<file path="config.mk">
export PLATFORM = sky130hd
export DESIGN_NAME = overlap_pruning_filter_flat
export DESIGN_NICKNAME = d
export VERILOG_FILES = /design/src/opf_pkg.sv /design/src/opf_if.sv /design/src/opf_decide.sv /design/src/opf_out_fifo.sv /design/src/overlap_pruning_filter.sv /design/src/flat_wrapper.sv
export SDC_FILE = /design/constraint.sdc
export NUM_CORES = 2
export LEC_CHECK = 0
export ABC_CLOCK_PERIOD_IN_PS = 14700
export BUFFER_PORTS_ARGS = -buffer_cell sky130_fd_sc_hd__buf_4
export CAP_MARGIN = 15
export CORE_ASPECT_RATIO = 2
export CORE_MARGIN = 10
export CORE_UTILIZATION = 45
export CTS_CLUSTER_SIZE = 40
export DETAILED_ROUTE_END_ITERATION = 6
export REMOVE_ABC_BUFFERS = 1
export SLEW_MARGIN = 20
export SYNTH_ARGS = -nofsm -noshare
export SYNTH_HDL_FRONTEND = slang
export SYNTH_SLANG_ARGS = --single-unit
</file>
<file path="constraint.sdc">
create_clock -name i_clk -period 14.7 [get_ports i_clk]
set_clock_uncertainty 0.05 [all_clocks]
set_input_delay 0 -clock i_clk [delete_from_list [all_inputs] [get_ports i_clk]]
set_output_delay 0 -clock i_clk [all_outputs]
set_load 0.01 [all_outputs]
</file>
<file path="src/opf_pkg.sv">
// types and constants of the overlap pruning filter
`timescale 1ns / 1ps

package opf_pkg;

    // width of the coordinate fields at the ports
    localparam int COORD_BITS = 32;

    // output queue depth, a power of two, at least two
    localparam int FIFO_DEPTH = 4;
    localparam int PTR_W      = $clog2(FIFO_DEPTH);
    localparam int CNT_W      = PTR_W + 1;

    typedef logic [COORD_BITS-1:0] t_coord;

    // one kept match on its way out
    typedef struct packed {
        t_coord ref_start;
        t_coord ref_end;
        t_coord qry_start;
        t_coord qry_end;
        logic   last;
    } t_result;

    // verdict on one incoming match
    typedef struct packed {
        logic emit_held;  // held match goes out before the new one is held
        logic take_new;   // new match becomes the held match
    } t_decision;

endpackage

</file>
<file path="src/opf_if.sv">
// request and result channel interfaces of the overlap pruning filter
`timescale 1ns / 1ps

interface opf_req_if;
    logic                            valid;
    logic                            ready;
    logic [opf_pkg::COORD_BITS-1:0]  ref_start;
    logic [opf_pkg::COORD_BITS-1:0]  ref_end;
    logic [opf_pkg::COORD_BITS-1:0]  qry_start;
    logic [opf_pkg::COORD_BITS-1:0]  qry_end;
    logic                            list_end;

    modport source (output valid, ref_start, ref_end, qry_start, qry_end, list_end,
                    input ready);
    modport sink   (input valid, ref_start, ref_end, qry_start, qry_end, list_end,
                    output ready);
endinterface

interface opf_res_if;
    logic                            valid;
    logic                            ready;
    logic [opf_pkg::COORD_BITS-1:0]  out_ref_start;
    logic [opf_pkg::COORD_BITS-1:0]  out_ref_end;
    logic [opf_pkg::COORD_BITS-1:0]  out_qry_start;
    logic [opf_pkg::COORD_BITS-1:0]  out_qry_end;
    logic                            out_last;

    modport source (output valid, out_ref_start, out_ref_end, out_qry_start, out_qry_end,
                    out_last, input ready);
    modport sink   (input valid, out_ref_start, out_ref_end, out_qry_start, out_qry_end,
                    out_last, output ready);
endinterface

</file>
<file path="src/opf_decide.sv">
// compares a new match with the held one and decides drop, replace or emit
`timescale 1ns / 1ps

module opf_decide #(
    parameter int CW = 32
) (
    input  logic                           i_held_valid,
    input  logic [CW-1:0]                  i_hrs,
    input  logic [CW-1:0]                  i_hre,
    input  logic [CW-1:0]                  i_hqs,
    input  logic [CW-1:0]                  i_hqe,
    input  logic [CW-1:0]                  i_nrs,
    input  logic [CW-1:0]                  i_nre,
    input  logic [CW-1:0]                  i_nqs,
    input  logic [CW-1:0]                  i_nqe,
    input  logic [opf_pkg::COORD_BITS-1:0] i_min_len,
    output opf_pkg::t_decision             o_dec
);
    import opf_pkg::*;

    logic [CW-1:0] lnr, lnq, lhr, lhq;
    logic          too_short, nested, contains, part_a, part_b;
    logic          r_over_r, r_over_q, l_over_q, trade;
    logic          trade_win;

    // saturating span lengths
    assign lnr = (i_nre >= i_nrs) ? i_nre - i_nrs : '0;
    assign lnq = (i_nqe >= i_nqs) ? i_nqe - i_nqs : '0;
    assign lhr = (i_hre >= i_hrs) ? i_hre - i_hrs : '0;
    assign lhq = (i_hqe >= i_hqs) ? i_hqe - i_hqs : '0;

    assign r_over_r = (i_nrs >= i_hrs) && (i_nrs < i_hre) && (i_nre >= i_hre);
    assign r_over_q = (i_nqs >= i_hqs) && (i_nqs < i_hqe) && (i_nqe >= i_hqe);
    assign l_over_q = (i_nqs <= i_hqs) && (i_hqs < i_nqe) && (i_nqe <= i_hqe);

    assign too_short = (COORD_BITS'(lnq) < i_min_len) && (COORD_BITS'(lnr) < i_min_len);
    assign nested    = (i_nrs >= i_hrs) && (i_nre <= i_hre) &&
                       (i_nqs >= i_hqs) && (i_nqe <= i_hqe);
    assign contains  = (i_hrs >= i_nrs) && (i_hre <= i_nre) &&
                       (i_hqs >= i_nqs) && (i_hqe <= i_nqe);
    assign part_a    = (i_hrs <= i_nrs) && (i_hre >= i_nre) && (r_over_q || l_over_q);
    assign part_b    = (i_hqs <= i_nqs) && (i_hqe >= i_nqe) && r_over_r;
    assign trade     = r_over_r && (r_over_q || l_over_q);

    // length trade-off, first matching rule decides
    always_comb begin
        trade_win = 1'b0;
        priority if ((lnr > lhr) && (lnq > lhq)) begin
            trade_win = 1'b1;
        end else if ((lnr >= lhr) && (lnq <= lhq)) begin
            trade_win = (lnr - lhr) > (lhq - lnq);
        end else if ((lnr <= lhr) && (lnq <= lhq)) begin
            trade_win = 1'b0;
        end else begin
            trade_win = (lhr - lnr) < (lnq - lhq);
        end
    end

    always_comb begin
        o_dec = '0;
        priority if (!i_held_valid) begin
            o_dec.take_new = 1'b1;
        end else if (too_short || nested) begin
            o_dec.take_new = 1'b0;
        end else if (contains) begin
            o_dec.take_new = 1'b1;
        end else if (part_a || part_b) begin
            o_dec.take_new = 1'b0;
        end else if (trade) begin
            o_dec.take_new = trade_win;
        end else begin
            o_dec.emit_held = 1'b1;
            o_dec.take_new  = 1'b1;
        end
    end

endmodule

</file>
<file path="src/opf_out_fifo.sv">
// result queue taking up to two results a cycle and giving one
`timescale 1ns / 1ps

module opf_out_fifo (
    input  logic             i_clk,
    input  logic             i_rst_n,
    input  logic             i_push_a,
    input  opf_pkg::t_result i_data_a,
    input  logic             i_push_b,
    input  opf_pkg::t_result i_data_b,
    output logic             o_space,
    opf_res_if.source        o_res
);
    import opf_pkg::*;

    t_result            r_mem [FIFO_DEPTH];
    logic [PTR_W-1:0]   r_wr_ptr, r_rd_ptr;
    logic [CNT_W-1:0]   r_count;
    logic [PTR_W-1:0]   n_wr_ptr, wr_b;
    logic [CNT_W-1:0]   n_count;
    logic               pop;
    t_result            head;

    assign pop     = o_res.valid && o_res.ready;
    assign wr_b    = i_push_a ? r_wr_ptr + PTR_W'(1) : r_wr_ptr;
    assign n_wr_ptr = r_wr_ptr + PTR_W'(i_push_a) + PTR_W'(i_push_b);
    assign n_count = r_count + CNT_W'(i_push_a) + CNT_W'(i_push_b) - CNT_W'(pop);

    // room for a full two-result request
    assign o_space = r_count <= CNT_W'(FIFO_DEPTH - 2);

    always_ff @(posedge i_clk) begin
        if (i_push_a) begin
            r_mem[r_wr_ptr] <= i_data_a;
        end
        if (i_push_b) begin
            r_mem[wr_b] <= i_data_b;
        end
    end

    always_ff @(posedge i_clk) begin
        if (!i_rst_n) begin
            r_wr_ptr <= '0;
            r_rd_ptr <= '0;
            r_count  <= '0;
        end else begin
            r_wr_ptr <= n_wr_ptr;
            r_rd_ptr <= r_rd_ptr + PTR_W'(pop);
            r_count  <= n_count;
        end
    end

    assign head                = r_mem[r_rd_ptr];
    assign o_res.valid         = r_count != '0;
    assign o_res.out_ref_start = head.ref_start;
    assign o_res.out_ref_end   = head.ref_end;
    assign o_res.out_qry_start = head.qry_start;
    assign o_res.out_qry_end   = head.qry_end;
    assign o_res.out_last      = head.last;

endmodule

</file>
<file path="src/overlap_pruning_filter.sv">
// top level of the overlap pruning filter
`timescale 1ns / 1ps

// usage
// - i_req carries one match request: reference and query spans plus list_end
// - o_res carries kept matches, out_last set on the flush of a list
// - i_cfg_we / i_cfg_wdata write min_len; write only while the block is idle
// - the held match sits in one register set; each request is judged against it
//   by combinational compares and subtracts and the verdict is applied at the
//   accepting edge
// - a request gives zero, one or two results; they enter a four-entry queue
//   and show on o_res in order, behind any results already queued
// - throughput: one request per cycle while the queue holds two or fewer
//   results; sustained output is one result per cycle while the receiver is
//   ready, so long runs of two-result requests are paced by the queue drain
// - when the receiver stalls the queue fills and i_req.ready drops once
//   fewer than two slots are free; nothing is lost
// - synchronous reset clears the queue, drops the held match and sets
//   min_len to zero; no clearing pass is needed

module overlap_pruning_filter #(
    parameter int COORD_WIDTH = 32
) (
    input  logic                           i_clk,
    input  logic                           i_rst_n,
    input  logic                           i_cfg_we,
    input  logic [opf_pkg::COORD_BITS-1:0] i_cfg_wdata,
    opf_req_if.sink                        i_req,
    opf_res_if.source                      o_res
);
    import opf_pkg::*;

    // coordinates are masked to COORD_WIDTH bits, at most COORD_BITS; ports are 32 bits wide
    localparam int CW = (COORD_WIDTH < COORD_BITS) ? COORD_WIDTH : COORD_BITS;

    // held match and config
    logic [CW-1:0]         r_hrs, r_hre, r_hqs, r_hqe;
    logic                  r_held_valid;
    logic [COORD_BITS-1:0] r_min_len;

    // incoming match after masking
    logic [CW-1:0]  nrs, nre, nqs, nqe;
    t_decision      dec;
    logic           accept, space;
    logic           push_a, push_b;
    t_result        res_a, res_b;
    logic           n_held_valid;

    assign nrs = i_req.ref_start[CW-1:0];
    assign nre = i_req.ref_end[CW-1:0];
    assign nqs = i_req.qry_start[CW-1:0];
    assign nqe = i_req.qry_end[CW-1:0];

    assign i_req.ready = space;
    assign accept      = i_req.valid && space;

    opf_decide #(
        .CW (CW)
    ) u_decide (
        .i_held_valid (r_held_valid),
        .i_hrs        (r_hrs),
        .i_hre        (r_hre),
        .i_hqs        (r_hqs),
        .i_hqe        (r_hqe),
        .i_nrs        (nrs),
        .i_nre        (nre),
        .i_nqs        (nqs),
        .i_nqe        (nqe),
        .i_min_len    (r_min_len),
        .o_dec        (dec)
    );

    // first result: the old held match, pushed out when the new one meets no pruning rule
    assign push_a          = accept && dec.emit_held;
    assign res_a.ref_start = COORD_BITS'(r_hrs);
    assign res_a.ref_end   = COORD_BITS'(r_hre);
    assign res_a.qry_start = COORD_BITS'(r_hqs);
    assign res_a.qry_end   = COORD_BITS'(r_hqe);
    assign res_a.last      = 1'b0;

    // second result: flush of whatever is held after this request
    assign push_b          = accept && i_req.list_end;
    assign res_b.ref_start = COORD_BITS'(dec.take_new ? nrs : r_hrs);
    assign res_b.ref_end   = COORD_BITS'(dec.take_new ? nre : r_hre);
    assign res_b.qry_start = COORD_BITS'(dec.take_new ? nqs : r_hqs);
    assign res_b.qry_end   = COORD_BITS'(dec.take_new ? nqe : r_hqe);
    assign res_b.last      = 1'b1;

    // list end leaves nothing held, so the next match opens a new list
    assign n_held_valid = accept ? !i_req.list_end : r_held_valid;

    always_ff @(posedge i_clk) begin
        if (!i_rst_n) begin
            r_held_valid <= 1'b0;
            r_min_len    <= '0;
        end else begin
            r_held_valid <= n_held_valid;
            if (i_cfg_we) begin
                r_min_len <= i_cfg_wdata;
            end
        end
    end

    // held coordinates: meaningful only while r_held_valid is set
    always_ff @(posedge i_clk) begin
        if (accept && dec.take_new) begin
            r_hrs <= nrs;
            r_hre <= nre;
            r_hqs <= nqs;
            r_hqe <= nqe;
        end
    end

    opf_out_fifo u_out_fifo (
        .i_clk    (i_clk),
        .i_rst_n  (i_rst_n),
        .i_push_a (push_a),
        .i_data_a (res_a),
        .i_push_b (push_b),
        .i_data_b (res_b),
        .o_space  (space),
        .o_res    (o_res)
    );

endmodule

</file>
<file path="src/flat_wrapper.sv">
// flat-port wrapper written by rule: the top's interface ports become plain ports
module overlap_pruning_filter_flat import opf_pkg::*;
#(
    parameter int COORD_WIDTH = 32
)
  (i_clk, i_rst_n, i_cfg_we, i_cfg_wdata, i_req_valid, i_req_ref_start, i_req_ref_end, i_req_qry_start, i_req_qry_end, i_req_list_end, i_req_ready, o_res_valid, o_res_out_ref_start, o_res_out_ref_end, o_res_out_qry_start, o_res_out_qry_end, o_res_out_last, o_res_ready);
  opf_req_if i_req_i ();
  opf_res_if o_res_i ();
  input  logic i_clk;
  input  logic i_rst_n;
  input  logic i_cfg_we;
  input  logic [opf_pkg::COORD_BITS-1:0] i_cfg_wdata;
  input wire logic [$bits(i_req_i.valid)-1:0] i_req_valid;
  input wire logic [$bits(i_req_i.ref_start)-1:0] i_req_ref_start;
  input wire logic [$bits(i_req_i.ref_end)-1:0] i_req_ref_end;
  input wire logic [$bits(i_req_i.qry_start)-1:0] i_req_qry_start;
  input wire logic [$bits(i_req_i.qry_end)-1:0] i_req_qry_end;
  input wire logic [$bits(i_req_i.list_end)-1:0] i_req_list_end;
  output wire logic [$bits(i_req_i.ready)-1:0] i_req_ready;
  output wire logic [$bits(o_res_i.valid)-1:0] o_res_valid;
  output wire logic [$bits(o_res_i.out_ref_start)-1:0] o_res_out_ref_start;
  output wire logic [$bits(o_res_i.out_ref_end)-1:0] o_res_out_ref_end;
  output wire logic [$bits(o_res_i.out_qry_start)-1:0] o_res_out_qry_start;
  output wire logic [$bits(o_res_i.out_qry_end)-1:0] o_res_out_qry_end;
  output wire logic [$bits(o_res_i.out_last)-1:0] o_res_out_last;
  input wire logic [$bits(o_res_i.ready)-1:0] o_res_ready;
  assign i_req_i.valid = i_req_valid;
  assign i_req_i.ref_start = i_req_ref_start;
  assign i_req_i.ref_end = i_req_ref_end;
  assign i_req_i.qry_start = i_req_qry_start;
  assign i_req_i.qry_end = i_req_qry_end;
  assign i_req_i.list_end = i_req_list_end;
  assign i_req_ready = i_req_i.ready;
  assign o_res_valid = o_res_i.valid;
  assign o_res_out_ref_start = o_res_i.out_ref_start;
  assign o_res_out_ref_end = o_res_i.out_ref_end;
  assign o_res_out_qry_start = o_res_i.out_qry_start;
  assign o_res_out_qry_end = o_res_i.out_qry_end;
  assign o_res_out_last = o_res_i.out_last;
  assign o_res_i.ready = o_res_ready;
  overlap_pruning_filter #(.COORD_WIDTH(COORD_WIDTH)) u_core (.i_clk(i_clk), .i_rst_n(i_rst_n), .i_cfg_we(i_cfg_we), .i_cfg_wdata(i_cfg_wdata), .i_req(i_req_i), .o_res(o_res_i));
endmodule
</file>
# Word level (Yosys, flattened, before mapping)
# Memory sizes are Yosys's and may differ from the RTL's. A register that Yosys moved wholly into a read port is not among the register bits.
# Index checks and enable logic that the tools add are counted.
# word_totals
mem_bits_rw	516
input_bits	166
register_bits	168
n_memories	1
# op_classes
n_lt_le_gt_ge	32
n_mux	27
n_reduce_logical	31
add_sub_neg	15
# mem_list
name	words	word_bits	read_ports	rd_clocked_by_memory_dff	wr	line_no	rtl
u_core.u_out_fifo.r_mem	4	129	1	1	2	opf_out_fifo.sv:16	t_result r_mem [FIFO_DEPTH];
# op_table
operator	n
>= comparator 32 bit	13
<= comparator 32 bit	9
two-way mux 32 bit	8
subtractor 32 bit	8
< comparator 32 bit	6
greater-than comparator 32 bit	3
logical AND 1 bit	26
two-way mux 1 bit	17
adder 2 x 1 -> 2 bit	3
adder 3 x 1 -> 3 bit	2
two-way mux 2 bit	2
<= comparator 3 x 2 -> 1 bit, second input constant	1
logical OR 1 bit	3
nonzero test 3 bit	1
subtractor 3 x 1 -> 3 bit	1
adder 2 x 1 -> 2 bit, second input constant	1
logical NOT 1 bit	1

# Depth between registers and ports, before layout
# depth
word_depth	14
mapped_depth	44
depth_no_buf	41

# By module
# Synthesis repeated with hierarchy kept, for this count alone.
# unflattened
hier_cells	4884
hier_area_um2	54146.9
# by_module_without_submodules
module	area_per_inst_um2	cells_per_inst	instances
opf_out_fifo	25190.4	1301	1
opf_decide	22340.2	3201	1
overlap_pruning_filter	6616.3	382	1

# Worst setup path after synthesis
# OpenSTA, ideal clock, no wires.
# synth_timing
kind	reg-to-reg
from	register u_core.r_hqe[0]
to	register u_core.r_hqe[0], enable pin
setup_time_ns	0.617
slack_ns	0.319
n_path_buf	1
path_stages_with_launch	40
arrival_time_ns	13.713
cell_sequence	edfxtp_1 -> inv_1 -> ha_1 -> inv_1 -> fa_1 -> a21o_1 -> a21oi_1 -> o21a_1 -> o21ai_0 -> a21oi_1 -> o31ai_1 -> a2111oi_0 -> o21ai_0 -> a31o_2 -> a311o_1 -> clkbuf_1 -> and2_1 -> ha_1 -> [... 4 more ...] -> o21ai_1 -> a211oi_1 -> nor2_1 -> a2111oi_0 -> o21bai_1 -> a21oi_1 -> xor2_1 -> ha_1 -> nand3_1 -> or3_1 -> or4_4 -> a2111oi_2 -> nor4_1 -> a21oi_1 -> nand3b_1 -> a211oi_2 -> o211ai_2 -> nor2_1
# synth_via
elab_chain_len	13
# synth_rtl
item	line_no	rtl
from (decl)	overlap_pruning_filter.sv:37	logic [CW-1:0] r_hrs, r_hre, r_hqs, r_hqe;
from (signal assigned)	overlap_pruning_filter.sv:110	r_hqe <= nqe;
subtractor 32 bit or >= comparator 32 bit (tied branches)	opf_decide.sv:30	assign lhq = (i_hqe >= i_hqs) ? i_hqe - i_hqs : '0;
two-way mux 32 bit	opf_decide.sv:30	
subtractor 32 bit or <= comparator 32 bit (tied branches)	opf_decide.sv:55, opf_decide.sv:50, opf_decide.sv:52	
< comparator 32 bit or logical AND 1 bit (tied branches)	opf_decide.sv:55, opf_decide.sv:52	
two-way mux 1 bit	opf_decide.sv:52	end else if ((lnr <= lhr) && (lnq <= lhq)) begin
two-way mux 1 bit	opf_decide.sv:50	end else if ((lnr >= lhr) && (lnq <= lhq)) begin
two-way mux 1 bit	opf_decide.sv:48	priority if ((lnr > lhr) && (lnq > lhq)) begin
two-way mux 1 bit	opf_decide.sv:69	end else if (trade) begin
two-way mux 1 bit	opf_decide.sv:67	end else if (part_a || part_b) begin
two-way mux 1 bit	opf_decide.sv:65	end else if (contains) begin
two-way mux 1 bit (*)	opf_decide.sv:63	end else if (too_short || nested) begin
two-way mux 1 bit (*)	opf_decide.sv:61	priority if (!i_held_valid) begin
logical AND 1 bit (*)	overlap_pruning_filter.sv:106	if (accept && dec.take_new) begin
# Mark *: on every way between the ends. The rest lies on a longest branch, timed or not.
# A chain may end at the register's enable or synchronous reset.

==> impl_metrics.toml <==
[status]
outcome = "finished, final reports clean"

[sta]
fin_ws_ns = 1.53
drv_slew = 0
hold_violations = 0
hold_ws_ns = 0.0181
finalCriticalPeriod_ns = 13.17
max_freq_mhz = 75.9
timing.final.crit_share_pct = 89.6
rsz0062_at_grt = "false"
setup_violations = 0
max_slew_margin_pct = 20.3
timing_worst_slew_pin_value_ns = 1.18

[run]
cap_violations = 0

[yosys]
synth_common_cells = "edfxtp_1, ha_1, a22o_1, inv_1, a21oi_1"
synth_seq_cells = 684
yosysTopAreaCellShare_pct = 37.0
syn-cell-area_um2 = 52000
yosysWarnings = 0
synth_edf_count = 640
synth.avg_cell_area_um2 = 10.6
yosysSeqAreaShare_pct = 38.6
ys_types = 80
synth-async-reset-ratio_pct = 0
synth.most_common_cell = "edfxtp_1"
synth_area_leader_cell = "edfxtp_1"
ys.flop_type = "edfxtp_1"
syn_inst = 4903
synth.area.top_cells = "edfxtp_1, ha_1, a22o_1, mux4_2, a21oi_1"

[die]
die_height_um = 501
fp.dieW_um = 260
core_area_um2 = 115000
num_rows = 176
ioPinCount = 297
die-area_um2 = 130000
initial_core_util_pct = 45.2

[setup_path]
crit_fanout = 65
worst_setup_path_end_kind = "register"
worstSetupEndpoint = "u_core.u_out_fifo.r_mem[3][38]$_DFFE_PP_"
critical_path_arrival_ns = 13.55
cp_common_cell = "a21oi_1"
crit_slowest_cell = "a2111oi_0"
critPathLaunch = "u_core.r_hqe[0]$_DFFE_PP_"
rrSetupSlack_ns = 1.53
required_ns = 15.08
r2r_cells = 40
cpPeakStageDelay_ns = 0.76
rr_startpoint = "u_core.r_hqe[0]$_DFFE_PP_"
r2r_end = "u_core.u_out_fifo.r_mem[3][38]$_DFFE_PP_"
start_kind = "register"
path_class = "reg -> reg"

[route]
firstDrtPassIters = 5
routedWlPerCell_um = 27.6
final_antenna_net_count = 0
avgViaCountPerCell = 6.15
drc_errors = 0
finalWirelength_um = 190000
drt_iter0_markers = 2731
vias = 42300

[global_route]
grt-busiest-layer = "met2"
grt.overflow.total = 0
use_met1_pct = 28.9
grtUsageTotal_pct = 28.6
grt_pass1_wl_um = 279000
grt_pass1_vias = 44000
grt_max_degree = 66
grt_antenna_before_repair = 9
use_met2_pct = 52.2
met3_usage_pct = 3.76

[power_and_ir_drop]
p_per_area_nw_per_um2 = 226
power_frac_comb_pct = 66.9
p_seq_share_pct = 20.7
ir_drop_uv = 146
p_sw_mw = 6.54
p_int_mw = 7.00
clockPowerShare_pct = 12.4
netSwitchingFraction_pct = 48.3
p_leak_nw = 24.6

[clock_network]
cts-buffers-inserted = 61
h-tree-depth = 2
post_cts_resized = 0
clockBufferDepth = 3
cts_tree = "yes"
cts-root-buf = "clkbuf_16"
clkTransAtPathRegs_ns = 0.07
worst_skew_pair.late_latency_ns = 0.69
numClockSinks = 684

[placement]
io_buffers = 296
hpwl_um = 142000
placed_area_um2 = 55600
routabilityCongestion = 1.07
dpl_worst_slack_ns = 1.76

[final_layout]
nets = 6092
area_growth_pct = 15.3
final_util_pct = 52.2
fin_area_um2 = 60000
fillCellCount = 10400
drive_gt1_share_pct = 11.3

[worst_hold_path]
hold_class = "in -> reg"
[metrics by stage]
stage / instances / power (mW) / setup TNS, ns
finish: 6873 / 13.5 / 0
global route: 6873 / 14.5 / 0
global placement: 6528 / 11.6 / 0
floorplan: 4675 / 8.83 / -8.13
CTS: 6871 / 13.5 / 0
detailed placement: 6528 / 11.7 / 0
[state kept, by name, summed over array words and instances, names as in the netlist]
| register | count |
|---|---|
| u_core.r_min_len | 32 |
| u_core.u_out_fifo.r_rd_ptr | 2 |
| u_core.u_out_fifo.r_count | 3 |
| u_core.u_out_fifo.r_mem | 516 |
| u_core.r_hqe | 32 |
| u_core.u_out_fifo.r_wr_ptr | 2 |
| u_core.r_hre | 32 |
| u_core.r_hqs | 32 |
| u_core.r_held_valid | 1 |
| u_core.r_hrs | 32 |
[critical path, delay by kind of cell, from the launching register on]
family          cells  cell delay (ns)
flops               1             0.46
fa+ha+maj           4             1.19
compound gates     24             8.58
simple gates        8             1.85
xor+xnor            1             0.10
buf+inv             3             0.53
[layer usage]
metal	wire length (um)	share of wire [%]
met2	98900	52
met1	64700	34
met5	84	0.044
met4	16700	8.8
met3	9410	5.0
[what timing repair did]
action | CTS | global route
endpoints found under the setup margin | 0 | 0
setup buffers | 0 | 0
hold buffers | 230 | 0
endpoints found under the hold margin | 682 | 0
[area by class of cell]
type	count	area, um^2	share of cell area, %
antenna	2	5.00	0.00835
clock buffer	71	1600	2.66
clock inverter	42	443	0.739
inverter	427	1600	2.67
multi-input combinational	3564	29300	48.9
sequential	684	20100	33.5
tap	1513	1890	3.16
timing repair buffer	570	5020	8.37
[cells by family (layout without fill, tap and decap cells)]
group | count (synthesis) | after routing | synth area share (%)
AOI/OAI and AO/OA | 1513 | 1513 | 20.9
xor gates and xnor gates | 220 | 220 | 3.70
adders and majority gates | 618 | 618 | 15.0
buffers and inverters | 655 | 1110 | 5.31
DFF | 684 | 684 | 38.6
muxes | 170 | 170 | 6.38
other | 0 | 2 | 0
and+or+nand+nor | 1043 | 1043 | 10.0
[how the worst min path moves through the flow]
stage	start	to	cells past startpoint
detailed placement	i_req_ref_end[10]	u_core.r_hre[10]$_DFFE_PP_	1
finish	i_req_valid	u_core.r_hre[0]$_DFFE_PP_	4
global placement	i_req_qry_start[16]	u_core.r_hqs[16]$_DFFE_PP_	1
global route	i_req_valid	u_core.r_hrs[0]$_DFFE_PP_	4
floorplan	i_req_qry_end[0]	u_core.r_hqe[0]$_DFFE_PP_	0
CTS	i_req_qry_end[16]	u_core.r_hqe[16]$_DFFE_PP_	2
[power groups by stage]
stage | combinational, mW | clock (mW) | sequential [mW]
after global routing | 9.86 | 1.78 | 2.84
after global placement | 8.76 | 0 | 2.83
after floorplan | 6.03 | 0 | 2.80
after detailed placement | 8.84 | 0 | 2.84
final | 9.06 | 1.68 | 2.81
after CTS | 8.94 | 1.70 | 2.80
[placed cells by master, fill, tap and decap left out, drive strengths merged, types with 26 or more instances in the layout]
cell	netlist	layout
mux2i	39	39
inv	427	432
a211oi	45	45
nand2	290	290
nand2b	36	36
a21oi	324	324
o21bai	55	55
nor3	65	65
xnor2	138	138
nand4	83	83
o21ai	188	188
nand3	71	71
ha	607	607
o211ai	28	28
and3	26	26
buf	141	340
dlygate4sd3	0	230
dfxtp	44	44
a22o	513	513
nor2	205	205
xor2	82	82
a31oi	26	26
a21o	159	159
and2	96	96
edfxtp	640	640
clkbuf	87	71
o21a	29	29
nor2b	82	82
mux4	129	129
No activity file was read; power rests on OpenSTA's default activity.
